**src/hw/rtl/qph_pkg.sv**
```systemverilog
// Package for the quadratic probe hash table: widths, action and status codes,
// sequencer step codes and the control store. No dependencies.
package qph_pkg;

    // Slot count; a power of two, so that the home slot and probe wrap are masks.
    localparam int TABLE_SIZE = 16;
    localparam int IDX_W      = $clog2(TABLE_SIZE);
    localparam int KEY_W      = 31;
    localparam int ACT_W      = 2;
    localparam int STAT_W     = 2;
    localparam int SLOT_W     = 4;
    localparam int STEP_W     = 3;

    localparam logic [ACT_W-1:0] ACT_INSERT = 2'd0;
    localparam logic [ACT_W-1:0] ACT_DELETE = 2'd1;
    localparam logic [ACT_W-1:0] ACT_READ   = 2'd2;

    localparam logic [STAT_W-1:0] ST_DONE     = 2'd0;
    localparam logic [STAT_W-1:0] ST_FULL     = 2'd1;
    localparam logic [STAT_W-1:0] ST_NOTFOUND = 2'd2;

    localparam logic [STEP_W-1:0] S_IDLE  = 3'd0;
    localparam logic [STEP_W-1:0] S_PROBE = 3'd1;
    localparam logic [STEP_W-1:0] S_CHECK = 3'd2;
    localparam logic [STEP_W-1:0] S_READ  = 3'd3;
    localparam logic [STEP_W-1:0] S_RDCHK = 3'd4;
    localparam logic [STEP_W-1:0] S_DONE  = 3'd5;

    localparam logic [1:0] J_SEQ      = 2'd0;
    localparam logic [1:0] J_DISPATCH = 2'd1;
    localparam logic [1:0] J_LOOP     = 2'd2;
    localparam logic [1:0] J_WAIT     = 2'd3;

    typedef struct packed {
        logic              ready;
        logic              rd_probe;
        logic              rd_slot;
        logic              check;
        logic              rdchk;
        logic              ld_out;
        logic [1:0]        jump;
        logic [STEP_W-1:0] next;
    } ctrl_t;

    function automatic ctrl_t ucode(logic [STEP_W-1:0] step);
        ctrl_t c;
        c = '0;
        case (step)
            S_IDLE:
            begin
                c.ready = 1'b1;
                c.jump  = J_DISPATCH;
                c.next  = S_IDLE;
            end
            S_PROBE:
            begin
                c.rd_probe = 1'b1;
                c.jump     = J_SEQ;
                c.next     = S_CHECK;
            end
            S_CHECK:
            begin
                c.check = 1'b1;
                c.jump  = J_LOOP;
                c.next  = S_DONE;
            end
            S_READ:
            begin
                c.rd_slot = 1'b1;
                c.jump    = J_SEQ;
                c.next    = S_RDCHK;
            end
            S_RDCHK:
            begin
                c.rdchk = 1'b1;
                c.jump  = J_SEQ;
                c.next  = S_DONE;
            end
            S_DONE:
            begin
                c.ld_out = 1'b1;
                c.jump   = J_WAIT;
                c.next   = S_IDLE;
            end
            default:
            begin
                c.jump = J_SEQ;
                c.next = S_IDLE;
            end
        endcase
        return c;
    endfunction

endpackage

```
**src/hw/rtl/qph_if.sv**
```systemverilog
// Valid/ready channel interfaces for the hash table request and response items.
// Depends on qph_pkg.
interface qph_req_if import qph_pkg::*; ();
    logic              valid;
    logic              ready;
    logic [ACT_W-1:0]  action;
    logic [KEY_W-1:0]  key;
    logic [SLOT_W-1:0] read_slot;

    modport source (output valid, action, key, read_slot, input ready);
    modport sink   (input valid, action, key, read_slot, output ready);
endinterface

interface qph_rsp_if import qph_pkg::*; ();
    logic              valid;
    logic              ready;
    logic [STAT_W-1:0] status;
    logic [SLOT_W-1:0] slot_index;
    logic              slot_occupied;
    logic [KEY_W-1:0]  slot_key;

    modport source (output valid, status, slot_index, slot_occupied, slot_key, input ready);
    modport sink   (input valid, status, slot_index, slot_occupied, slot_key, output ready);
endinterface

```
**src/hw/rtl/quadratic_probe_hash_table.sv**
```systemverilog
// Quadratic probe hash table: microcoded sequencer, key memory and occupancy flops.
// Depends on qph_pkg and the channel interfaces in qph_if.sv.
//
// Usage:
//   req carries one item per operation: action (insert, delete, read), key and
//   read_slot. rsp returns one item per request: status, slot_index,
//   slot_occupied and slot_key.
//   req.ready is high only while the sequencer sits in its idle step; one
//   operation is in flight at a time.
//   Insert and delete probe from the home slot (key mod TABLE_SIZE) along
//   home + i*i, one key memory read and one compare per probe, and stop on a
//   hit, a full table or a missing key. Read fetches the addressed slot and
//   checks its occupancy; an unused action code goes straight to the final step.
//   Reset clears every occupancy bit at once; no clearing pass follows, and
//   stored keys are only shown for occupied slots.
//   The result sits in an output register; a stall on rsp holds it there, and
//   the sequencer waits in its final step until the register frees up.
module quadratic_probe_hash_table import qph_pkg::*; (
    input  logic          clk,
    input  logic          rst_n,
    qph_req_if.sink       req,
    qph_rsp_if.source     rsp
);

    logic [STEP_W-1:0]     step_reg, step_next;
    ctrl_t                 ctl;

    logic [ACT_W-1:0]      act_reg;
    logic [KEY_W-1:0]      key_reg;
    logic [IDX_W-1:0]      rslot_reg;
    logic [IDX_W-1:0]      pos_reg, pos_next;
    logic [IDX_W-1:0]      inc_reg, inc_next;
    logic [IDX_W-1:0]      cnt_reg, cnt_next;

    logic [TABLE_SIZE-1:0] valid_reg, valid_next;
    logic [KEY_W-1:0]      keys_mem [TABLE_SIZE];
    logic [KEY_W-1:0]      rd_key_reg;
    logic [IDX_W-1:0]      rd_addr;
    logic                  mem_we;

    logic [STAT_W-1:0]     res_status_reg, res_status_next;
    logic [SLOT_W-1:0]     res_index_reg, res_index_next;
    logic                  res_occ_reg, res_occ_next;
    logic [KEY_W-1:0]      res_key_reg, res_key_next;

    logic                  out_valid_reg, out_valid_next;
    logic [STAT_W-1:0]     out_status_reg;
    logic [SLOT_W-1:0]     out_index_reg;
    logic                  out_occ_reg;
    logic [KEY_W-1:0]      out_key_reg;

    logic                  accept;
    logic                  hit;
    logic                  last_probe;
    logic                  out_free;
    logic                  ld_out;

    assign ctl        = ucode(step_reg);
    assign accept     = ctl.ready && req.valid;
    assign out_free   = !out_valid_reg || rsp.ready;
    assign ld_out     = ctl.ld_out && out_free;
    assign last_probe = (cnt_reg == IDX_W'(TABLE_SIZE - 1));
    assign hit        = ((act_reg == ACT_INSERT) && !valid_reg[pos_reg])
                     || ((act_reg == ACT_DELETE) && valid_reg[pos_reg]
                         && (rd_key_reg == key_reg));
    assign mem_we     = ctl.check && (act_reg == ACT_INSERT) && !valid_reg[pos_reg];
    assign rd_addr    = ctl.rd_probe ? pos_reg : rslot_reg;

    assign req.ready         = ctl.ready;
    assign rsp.valid         = out_valid_reg;
    assign rsp.status        = out_status_reg;
    assign rsp.slot_index    = out_index_reg;
    assign rsp.slot_occupied = out_occ_reg;
    assign rsp.slot_key      = out_key_reg;

    always_comb
    begin
        step_next = step_reg;
        case (ctl.jump)
            J_SEQ:
            begin
                step_next = ctl.next;
            end
            J_DISPATCH:
            begin
                if (accept)
                begin
                    if (req.action == ACT_INSERT || req.action == ACT_DELETE)
                    begin
                        step_next = S_PROBE;
                    end
                    else if (req.action == ACT_READ)
                    begin
                        step_next = S_READ;
                    end
                    else
                    begin
                        step_next = S_DONE;
                    end
                end
            end
            J_LOOP:
            begin
                step_next = (hit || last_probe) ? ctl.next : S_PROBE;
            end
            J_WAIT:
            begin
                if (out_free)
                begin
                    step_next = ctl.next;
                end
            end
            default:
            begin
                step_next = S_IDLE;
            end
        endcase
    end

    always_comb
    begin
        pos_next        = pos_reg;
        inc_next        = inc_reg;
        cnt_next        = cnt_reg;
        valid_next      = valid_reg;
        res_status_next = res_status_reg;
        res_index_next  = res_index_reg;
        res_occ_next    = res_occ_reg;
        res_key_next    = res_key_reg;
        if (accept)
        begin
            pos_next        = req.key[IDX_W-1:0];
            inc_next        = IDX_W'(1);
            cnt_next        = '0;
            res_status_next = ST_DONE;
            res_index_next  = (req.action == ACT_READ) ? req.read_slot : '0;
            res_occ_next    = 1'b0;
            res_key_next    = '0;
        end
        if (ctl.check)
        begin
            if (hit)
            begin
                res_index_next = SLOT_W'(pos_reg);
                valid_next[pos_reg] = (act_reg == ACT_INSERT);
            end
            else if (last_probe)
            begin
                res_status_next = (act_reg == ACT_INSERT) ? ST_FULL : ST_NOTFOUND;
            end
            else
            begin
                // next probe: (i+1)^2 = i^2 + 2i + 1, wrap by mask
                pos_next = pos_reg + inc_reg;
                inc_next = inc_reg + IDX_W'(2);
                cnt_next = cnt_reg + IDX_W'(1);
            end
        end
        if (ctl.rdchk && valid_reg[rslot_reg])
        begin
            res_occ_next = 1'b1;
            res_key_next = rd_key_reg;
        end
    end

    always_comb
    begin
        out_valid_next = out_valid_reg;
        if (ld_out)
        begin
            out_valid_next = 1'b1;
        end
        else if (rsp.ready)
        begin
            out_valid_next = 1'b0;
        end
    end

    always_ff @(posedge clk)
    begin
        if (mem_we)
        begin
            keys_mem[pos_reg] <= key_reg;
        end
        rd_key_reg <= keys_mem[rd_addr];
    end

    always_ff @(posedge clk or negedge rst_n)
    begin
        if (!rst_n)
        begin
            step_reg      <= S_IDLE;
            valid_reg     <= '0;
            out_valid_reg <= 1'b0;
        end
        else
        begin
            step_reg      <= step_next;
            valid_reg     <= valid_next;
            out_valid_reg <= out_valid_next;
        end
    end

    always_ff @(posedge clk)
    begin
        if (accept)
        begin
            act_reg   <= req.action;
            key_reg   <= req.key;
            rslot_reg <= IDX_W'(req.read_slot);
        end
        pos_reg        <= pos_next;
        inc_reg        <= inc_next;
        cnt_reg        <= cnt_next;
        res_status_reg <= res_status_next;
        res_index_reg  <= res_index_next;
        res_occ_reg    <= res_occ_next;
        res_key_reg    <= res_key_next;
        if (ld_out)
        begin
            out_status_reg <= res_status_reg;
            out_index_reg  <= res_index_reg;
            out_occ_reg    <= res_occ_reg;
            out_key_reg    <= res_key_reg;
        end
    end

`ifndef SYNTHESIS
    a_write_empty_only: assert property (@(posedge clk) disable iff (!rst_n)
        mem_we |=> valid_reg[$past(pos_reg)])
        else $error("key written without marking slot occupied");

    a_full_means_full: assert property (@(posedge clk) disable iff (!rst_n)
        (ld_out && res_status_reg == ST_FULL) |-> valid_reg[key_reg[IDX_W-1:0]])
        else $error("table full reported with an empty home slot");

    a_accept_leaves_idle: assert property (@(posedge clk) disable iff (!rst_n)
        accept |=> (step_reg != S_IDLE))
        else $error("sequencer stayed idle after accepting an item");

    a_one_slot_change: assert property (@(posedge clk) disable iff (!rst_n)
        !ctl.check |=> (valid_reg == $past(valid_reg)))
        else $error("occupancy changed outside a probe check");
`endif

endmodule

```
**src/flat_wrapper.sv**
```systemverilog
// flat-port wrapper written by rule: the top's interface ports become plain ports
module quadratic_probe_hash_table_flat import qph_pkg::*;
  (clk, rst_n, req_valid, req_action, req_key, req_read_slot, req_ready, rsp_valid, rsp_status, rsp_slot_index, rsp_slot_occupied, rsp_slot_key, rsp_ready);
  qph_req_if req_i ();
  qph_rsp_if rsp_i ();
  input  logic clk;
  input  logic rst_n;
  input wire logic [$bits(req_i.valid)-1:0] req_valid;
  input wire logic [$bits(req_i.action)-1:0] req_action;
  input wire logic [$bits(req_i.key)-1:0] req_key;
  input wire logic [$bits(req_i.read_slot)-1:0] req_read_slot;
  output wire logic [$bits(req_i.ready)-1:0] req_ready;
  output wire logic [$bits(rsp_i.valid)-1:0] rsp_valid;
  output wire logic [$bits(rsp_i.status)-1:0] rsp_status;
  output wire logic [$bits(rsp_i.slot_index)-1:0] rsp_slot_index;
  output wire logic [$bits(rsp_i.slot_occupied)-1:0] rsp_slot_occupied;
  output wire logic [$bits(rsp_i.slot_key)-1:0] rsp_slot_key;
  input wire logic [$bits(rsp_i.ready)-1:0] rsp_ready;
  assign req_i.valid = req_valid;
  assign req_i.action = req_action;
  assign req_i.key = req_key;
  assign req_i.read_slot = req_read_slot;
  assign req_ready = req_i.ready;
  assign rsp_valid = rsp_i.valid;
  assign rsp_status = rsp_i.status;
  assign rsp_slot_index = rsp_i.slot_index;
  assign rsp_slot_occupied = rsp_i.slot_occupied;
  assign rsp_slot_key = rsp_i.slot_key;
  assign rsp_i.ready = rsp_ready;
  quadratic_probe_hash_table u_core (.clk(clk), .rst_n(rst_n), .req(req_i), .rsp(rsp_i));
endmodule
```
**config.mk**
```make
export PLATFORM = sky130hd
export DESIGN_NAME = quadratic_probe_hash_table_flat
export DESIGN_NICKNAME = d
export VERILOG_FILES = /design/src/hw/rtl/qph_pkg.sv /design/src/hw/rtl/qph_if.sv /design/src/hw/rtl/quadratic_probe_hash_table.sv /design/src/flat_wrapper.sv
export SDC_FILE = /design/constraint.sdc
export NUM_CORES = 1
export LEC_CHECK = 0
export BUFFER_PORTS_ARGS = -buffer_cell sky130_fd_sc_hd__buf_4
export CORE_ASPECT_RATIO = 2
export CORE_MARGIN = 2
export CORE_UTILIZATION = 56
export DETAILED_ROUTE_END_ITERATION = 10
export MAX_ROUTING_LAYER = met4
export PLACE_DENSITY = 0.78
export SYNTH_ARGS = -nofsm -noshare
export SYNTH_HDL_FRONTEND = slang
export SYNTH_SLANG_ARGS = --single-unit
export TNS_END_PERCENT = 30
```
**constraint.sdc**
```tcl
create_clock -name clk -period 3.7 [get_ports clk]
set_input_delay 0.185 -clock clk [delete_from_list [all_inputs] [get_ports clk]]
set_output_delay 0.185 -clock clk [all_outputs]
set_load 0.1 [all_outputs]
```
==> results.sh, run 1 <==
export IMPL_run_status="finished, final reports clean"
export IMPL_fillers=3169
export IMPL_yosysUniqueCellTypes=55
export IMPL_registers_top_by_ff_count="u_core.keys_mem"
export IMPL_fin_skew_ps=23.25
export IMPL_max_cap_violations=0
export IMPL_die_extent_in_x_um=157.3
export IMPL_routabilityCongestion=0.8918
export IMPL_rsz0062_at_grt="no"
export IMPL_hold_path_depth=3
export IMPL_floorplan_io_pins=81
export IMPL_mostFrequentLayoutCell="edfxtp_1"
export IMPL_initial_utilization=0.5654
export IMPL_synth_edf_count=603
export IMPL_post_drt_wl_per_cell_um=23.74
export IMPL_instances_no_fill=2573
export IMPL_clock_tree_buffer_depth=3
export IMPL_timing_fmax_mhz=295.5
export IMPL_routed_wl_mm=61.09
export IMPL_slew_viol_final=0
export IMPL_pwr_density_cell_nw_per_um2=725.5
export IMPL_clk_transition_reported_paths_ps=70
export IMPL_postSynthAreaPerCell_um2=14.75
export IMPL_fp_dieH_um=310.5
export IMPL_synth_yosys_seq_area_share=0.7447
export IMPL_drive_gt1_frac=0.1455
export IMPL_mappedNetlistArea_um2=26310
export IMPL_die_area_um2=48830
export IMPL_flow_area_growth_from_synthesis_pct=15.50
export IMPL_layout_common_cells="edfxtp_1, nand2_1, and2_1, a211oi_1, buf_4"
export IMPL_max_vdd_ir_drop_uv=689.6
export IMPL_drt_drc_violations_left=0
export IMPL_floorplan_rows=112
export IMPL_cts_buffers_inserted=54
export IMPL_clock_tree_htree_level_count=2
export IMPL_slew_headroom=0.3621
export IMPL_ys_dominant_reg_cell="edfxtp_1"
export IMPL_grt_pass1_wl_mm=92.60
export IMPL_synth_net_count=1833
export IMPL_first_global_vias=16310
export IMPL_criticalPathCategory="register to register"
export IMPL_max_slew_worst_pin_slew_ps=949.8
export IMPL_cts_sink_count=672
export IMPL_antenna_found_initial=0
export IMPL_setup_tns_ps=0
export IMPL_p_leak_nw=10.14
export IMPL_hold_path_class="input port to register"
export IMPL_coreArea_um2=46520
export IMPL_worst_ep_required_time_ps=4170
export IMPL_period_share=0.9146
export IMPL_worst_path_max_delay_cell="nor4_4"
export IMPL_grt_overflow_total=0
export IMPL_numPlacedInstances=2432
export IMPL_yosys_register_bits=672
export IMPL_critical_path_startpoint_type="register"
export IMPL_critPathMaxStageDelay_ps=800
export IMPL_groute_usage_overall=0.2609
export IMPL_synth_async_sr_flop_share=0.02976
export IMPL_clk_insertion_delay_late_ps=600
export IMPL_num_vias=15830
export IMPL_setup_worst_path_end_class="register"
export IMPL_final_setup_viols=0
export IMPL_report_final_hold_viol_count=0
export IMPL_post_drt_via_cell_ratio=6.151
export IMPL_period_needed_ps=3384
export IMPL_critPathArrivalTime_ps=3850
export IMPL_synth_warnings=0
export IMPL_cts_setup_buffers=0
export IMPL_grt_start_max_net_pins=125
export IMPL_cp_cell_sequence="mux4_2, mux2_2, o21ai_2, nor3_2, nor4_4, mux2_4, a221o_1"
export IMPL_dp_hpwl_mm=34.87
export IMPL_detailedRoute_firstPassIterationCount=6
export IMPL_crit_path_max_fanout=18
export IMPL_path_depth_of_the_worst_reg2reg_path=7
export IMPL_syn_inst=1783
export IMPL_largest_reg_flops=496
export IMPL_fin_nets=1949
export IMPL_detail_route_antenna_nets=0
export IMPL_cts_tree="yes"
export IMPL_dr_first_iter_drc_count=1394
export IMPL_cts_root_buf="clkbuf_16"
export IMPL_port_buffers=80
## metal layers
| layer | share of wire | wire length [um] | GRT usage |
|---|---|---|---|
| met1 | 0.35 | 21280 | 0.3035 |
| met2 | 0.53 | 32640 | 0.4487 |
| met3 | 0.066 | 4049 | 0.02985 |
| met4 | 0.051 | 3124 | 0.1231 |
| met5 | 0 | 0 | - |
## cell usage after synthesis, types with 8 or more instances
master / n / area (um2)
a211oi_1: 157 / 1179
a21oi_1: 69 / 345.3
a311oi_1: 62 / 543.0
a31oi_1: 67 / 419.2
and2_1: 157 / 982.2
buf_2: 12 / 60.06
buf_4: 11 / 82.58
clkbuf_1: 95 / 356.6
dfrtp_1: 20 / 500.5
dfxtp_1: 49 / 980.9
edfxtp_1: 603 / 18110
ha_1: 8 / 100.1
inv_1: 8 / 30.03
mux2_1: 14 / 157.7
mux2i_1: 8 / 80.08
mux4_2: 9 / 202.7
nand2_1: 268 / 1006
nor2_1: 33 / 123.9
nor4_1: 10 / 62.56
xor2_1: 33 / 289.0
## metrics by stage
step / setup WS (ps) / hold WS (ps) / power, mW / util / instance area, um2
after floorplan: 79.22 / -110.6 / 14.17 / - / 26320
after global placement: 374.5 / 86.90 / 16.01 / 0.6061 / 28200
after detailed placement: 330.3 / 89.67 / 16.26 / 0.6061 / 28200
after CTS: 313.7 / 9.474 / 22.09 / 0.6530 / 30380
after global routing: 96.41 / 78.32 / 22.99 / 0.6530 / 30380
final: 316.0 / 74.32 / 22.04 / 0.6530 / 30380
## path summary, 6_finish.rpt
check	startpoint	endpoint	slack (ps)
min in group asynchronous	rst_n	u_core.valid_reg[5]	80
worst max register to register	u_core.pos_reg[0]	u_core.pos_reg[3]	320
worst min-delay path	rsp_ready	u_core.rsp.valid	70
worst min register to register	u_core.res_key_reg[6]	u_core.rsp.slot_key[6]	420
worst max-delay path	u_core.pos_reg[0]	u_core.pos_reg[3]	320
max in group asynchronous	rst_n	u_core.step_reg[1]	3390
## power by group
part	total, mW	leakage [nW]	internal, mW	switching, mW
clock network	5.80	0.873	3.20	2.61
logic	6.37	3.13	2.17	4.20
registers	9.86	6.14	9.18	0.687
## logic make-up (layout without fill, tap and decap cells)
logic type	after synthesis	count (layout)	share of synthesized area
adders and majority gates	9	9	0.004566
xor gates and xnor gates	33	33	0.01099
DFF	672	672	0.7447
AOI/OAI and AO/OA	382	382	0.1025
muxes	34	34	0.01817
other	0	1	0
buffers and inverters	132	294	0.02212
and+or+nand+nor	521	521	0.09703
## timing repair
item,4_1_cts,5_1_grt
gates resized for setup,0,0
hold buffers,38,0
endpoints found under the hold margin,65,0
## cell type report
type / count / area, um2 / area share
Timing Repair Buffer: 183 / 1832 / 0.06029
Inverter: 9 / 33.78 / 0.001112
Antenna cell: 1 / 2.502 / 0.00008237
Clock buffer: 64 / 1430 / 0.04707
Sequential cell: 672 / 19590 / 0.6448
Tap cell: 627 / 784.5 / 0.02582
Multi-Input combinational cell: 979 / 6342 / 0.2088
Clock inverter: 38 / 367.9 / 0.01211
## critical path, delay by kind of cell, from the launching register on
family,cells,cell delay [ps]
muxes,3,1210
and+or+nand+nor,2,940
DFF,1,620
AOI/OAI and AO/OA,2,490
Power figures use the tool's default switching activity.
==> run 2, diff against run 1 <==
Settings changed: RECOVER_POWER set to 50.
==> results.sh, run 2 (synthesis gave the netlist of run 1 again) <==
export IMPL_p_int_mw=14.48
export IMPL_largest_reg_flops=496
export IMPL_registers_top_by_ff_count="u_core.keys_mem"
export IMPL_floorplan_rows=112
export IMPL_slew_headroom=-0.7894
export IMPL_fillers=3225
export IMPL_setup_worst_path_end_class="register"
export IMPL_antenna_cells_inserted=0
export IMPL_cts_setup_buffers=0
export IMPL_p_comb_frac=0.287
export IMPL_clock_tree_htree_level_count=2
export IMPL_port_buffers=80
export IMPL_setup_tns_ps=0
export IMPL_flow_area_growth_from_synthesis_pct=14.50
export IMPL_dr_first_iter_drc_count=1398
export IMPL_detailedRoute_firstPassIterationCount=5
export IMPL_fin_skew_ps=22.38
export IMPL_post_drt_wl_per_cell_um=23.79
export IMPL_grt_pass1_wl_mm=92.60
export IMPL_worst_ep_required_time_ps=4170
export IMPL_swShare=0.3415
export IMPL_initial_utilization=0.5654
export IMPL_cts_sink_count=672
export IMPL_worst_hold_check_slack_ps=44.88
export IMPL_fin_nets=1949
export IMPL_detailedPlace_worstSlack_ps=330.3
export IMPL_routed_wl_mm=61.19
export IMPL_layout_common_cells="edfxtp_1, nand2_1, and2_1, a211oi_1, clkbuf_1"
export IMPL_routabilityCongestion=0.8918
export IMPL_max_slew_worst_pin_slew_ps=2664
export IMPL_period_share=0.9149
export IMPL_pwr_density_cell_nw_per_um2=730.0
export IMPL_critical_path_startpoint_type="register"
export IMPL_cts_root_buf="clkbuf_16"
export IMPL_hold_path_class="input port to register"
export IMPL_power_share_clock=0.264
export IMPL_num_vias=15940
export IMPL_report_final_hold_viol_count=0
export IMPL_run_status="finished, violations left"
export IMPL_coreArea_um2=46520
export IMPL_slew_viol_final=11
export IMPL_setup_slack_ps=314.7
export IMPL_timing_fmax_mhz=295.4
export IMPL_clock_tree_buffer_depth=3
export IMPL_die_extent_in_x_um=157.3
export IMPL_failing_checks="max-capacitance violations, max-slew violations"
export IMPL_mostFrequentLayoutCell="edfxtp_1"
export IMPL_p_leak_nw=9.893
export IMPL_dp_hpwl_mm=34.87
export IMPL_grt_start_max_net_pins=125
export IMPL_post_drt_via_cell_ratio=6.198
export IMPL_criticalPathCategory="register to register"
export IMPL_final_setup_viols=0
export IMPL_clk_transition_reported_paths_ps=70
export IMPL_cts_tree="yes"
export IMPL_max_cap_violations=1
export IMPL_drive_gt1_frac=0.1111
export IMPL_groute_usage_overall=0.2609
export IMPL_switching_power_mw=7.509
export IMPL_max_vdd_ir_drop_uv=688.6
export IMPL_antenna_found_initial=0
export IMPL_die_area_um2=48830
export IMPL_period_needed_ps=3385
export IMPL_critPathArrivalTime_ps=3860
export IMPL_crit_path_max_fanout=18
export IMPL_rsz0062_at_grt="no"
export IMPL_clk_insertion_delay_late_ps=600
export IMPL_cts_buffers_inserted=54
export IMPL_first_global_vias=16310
export IMPL_floorplan_io_pins=81
export IMPL_fp_dieH_um=310.5
export IMPL_drt_drc_violations_left=0
export IMPL_seq_power_share=0.449
export IMPL_detail_route_antenna_nets=0
export IMPL_grt_overflow_total=0
==> run 2: cell count changes in the layout (fill, tap and decap cells not counted), sizes merged <==
cell,before,now
buf,145,59
clkbuf,64,150
diode,1,0
==> run 2: layer usage <==
layer,global-route usage,vias to the layer above,wire [um],share of wire
met3,0.02985,200,4118,0.067
met4,0.1231,0,3086,0.050
met1,0.3035,7969,21390,0.35
li1,-,7016,-,-
met2,0.4487,756,32600,0.53
met5,-,-,0,0
==> run 2: what timing repair did <==
action | in CTS | in global routing
endpoints found under the hold margin | 65 | 0
hold buffers | 38 | 0
resized for setup | 0 | 0
==> run 2: stage by stage <==
stage / utilization / cells / area [um2] / power, mW
after floorplan: - / 1783 / 26320 / 14.17
after global routing: 0.6474 / 2572 / 30120 / 22.91
after detailed placement: 0.6061 / 2432 / 28200 / 16.26
after CTS: 0.6530 / 2572 / 30380 / 22.09
final: 0.6474 / 2572 / 30120 / 21.99
after global placement: 0.6061 / 2432 / 28200 / 16.01
==> run 2: final timing paths <==
| kind | start | end | slack [ps] | depth (start not counted) |
|---|---|---|---|---|
| worst max-delay path | u_core.pos_reg[0] | u_core.pos_reg[3] | 310 | 7 |
| worst min-delay path | rsp_ready | u_core.rsp.valid | 40 | 3 |
| worst max register to register | u_core.pos_reg[0] | u_core.pos_reg[3] | 310 | 7 |
| worst min register to register | u_core.res_key_reg[6] | u_core.rsp.slot_key[6] | 420 | 0 |
| max in group asynchronous | rst_n | u_core.step_reg[1] | 2550 | 2 |
| min in group asynchronous | rst_n | u_core.valid_reg[5] | 430 | 2 |
==> run 2: area by class of cell <==
class | count | area (um2) | share of cell area
Sequential cell | 672 | 19590 | 0.6504
Tap cell | 627 | 784.5 | 0.02605
Inverter | 9 | 33.78 | 0.001122
Clock inverter | 38 | 367.9 | 0.01221
Timing Repair Buffer | 183 | 1584 | 0.05259
Clock buffer | 64 | 1430 | 0.04748
Multi-Input combinational cell | 979 | 6331 | 0.2102
==> run 2: power by group through the flow <==
| stage | clock network (mW) | logic (mW) | registers (mW) |
|---|---|---|---|
| 6_report | 5.81 | 6.31 | 9.86 |
| 2_1_floorplan | 0 | 4.13 | 10.0 |
| 3_3_place_gp | 0 | 6.04 | 9.98 |
| 5_1_grt | 6.15 | 6.84 | 9.93 |
| 3_5_place_dp | 0 | 6.25 | 10.0 |
| 4_1_cts | 5.87 | 6.37 | 9.85 |
==> run 2: worst max-delay path, cell delays in order, from the launching register on <==
cell     delay [ps]
dfxtp_1         620
mux4_2          570
mux2_2          290
o21ai_2         220
nor3_2          140
nor4_4          790
mux2_4          350
a221o_1         280
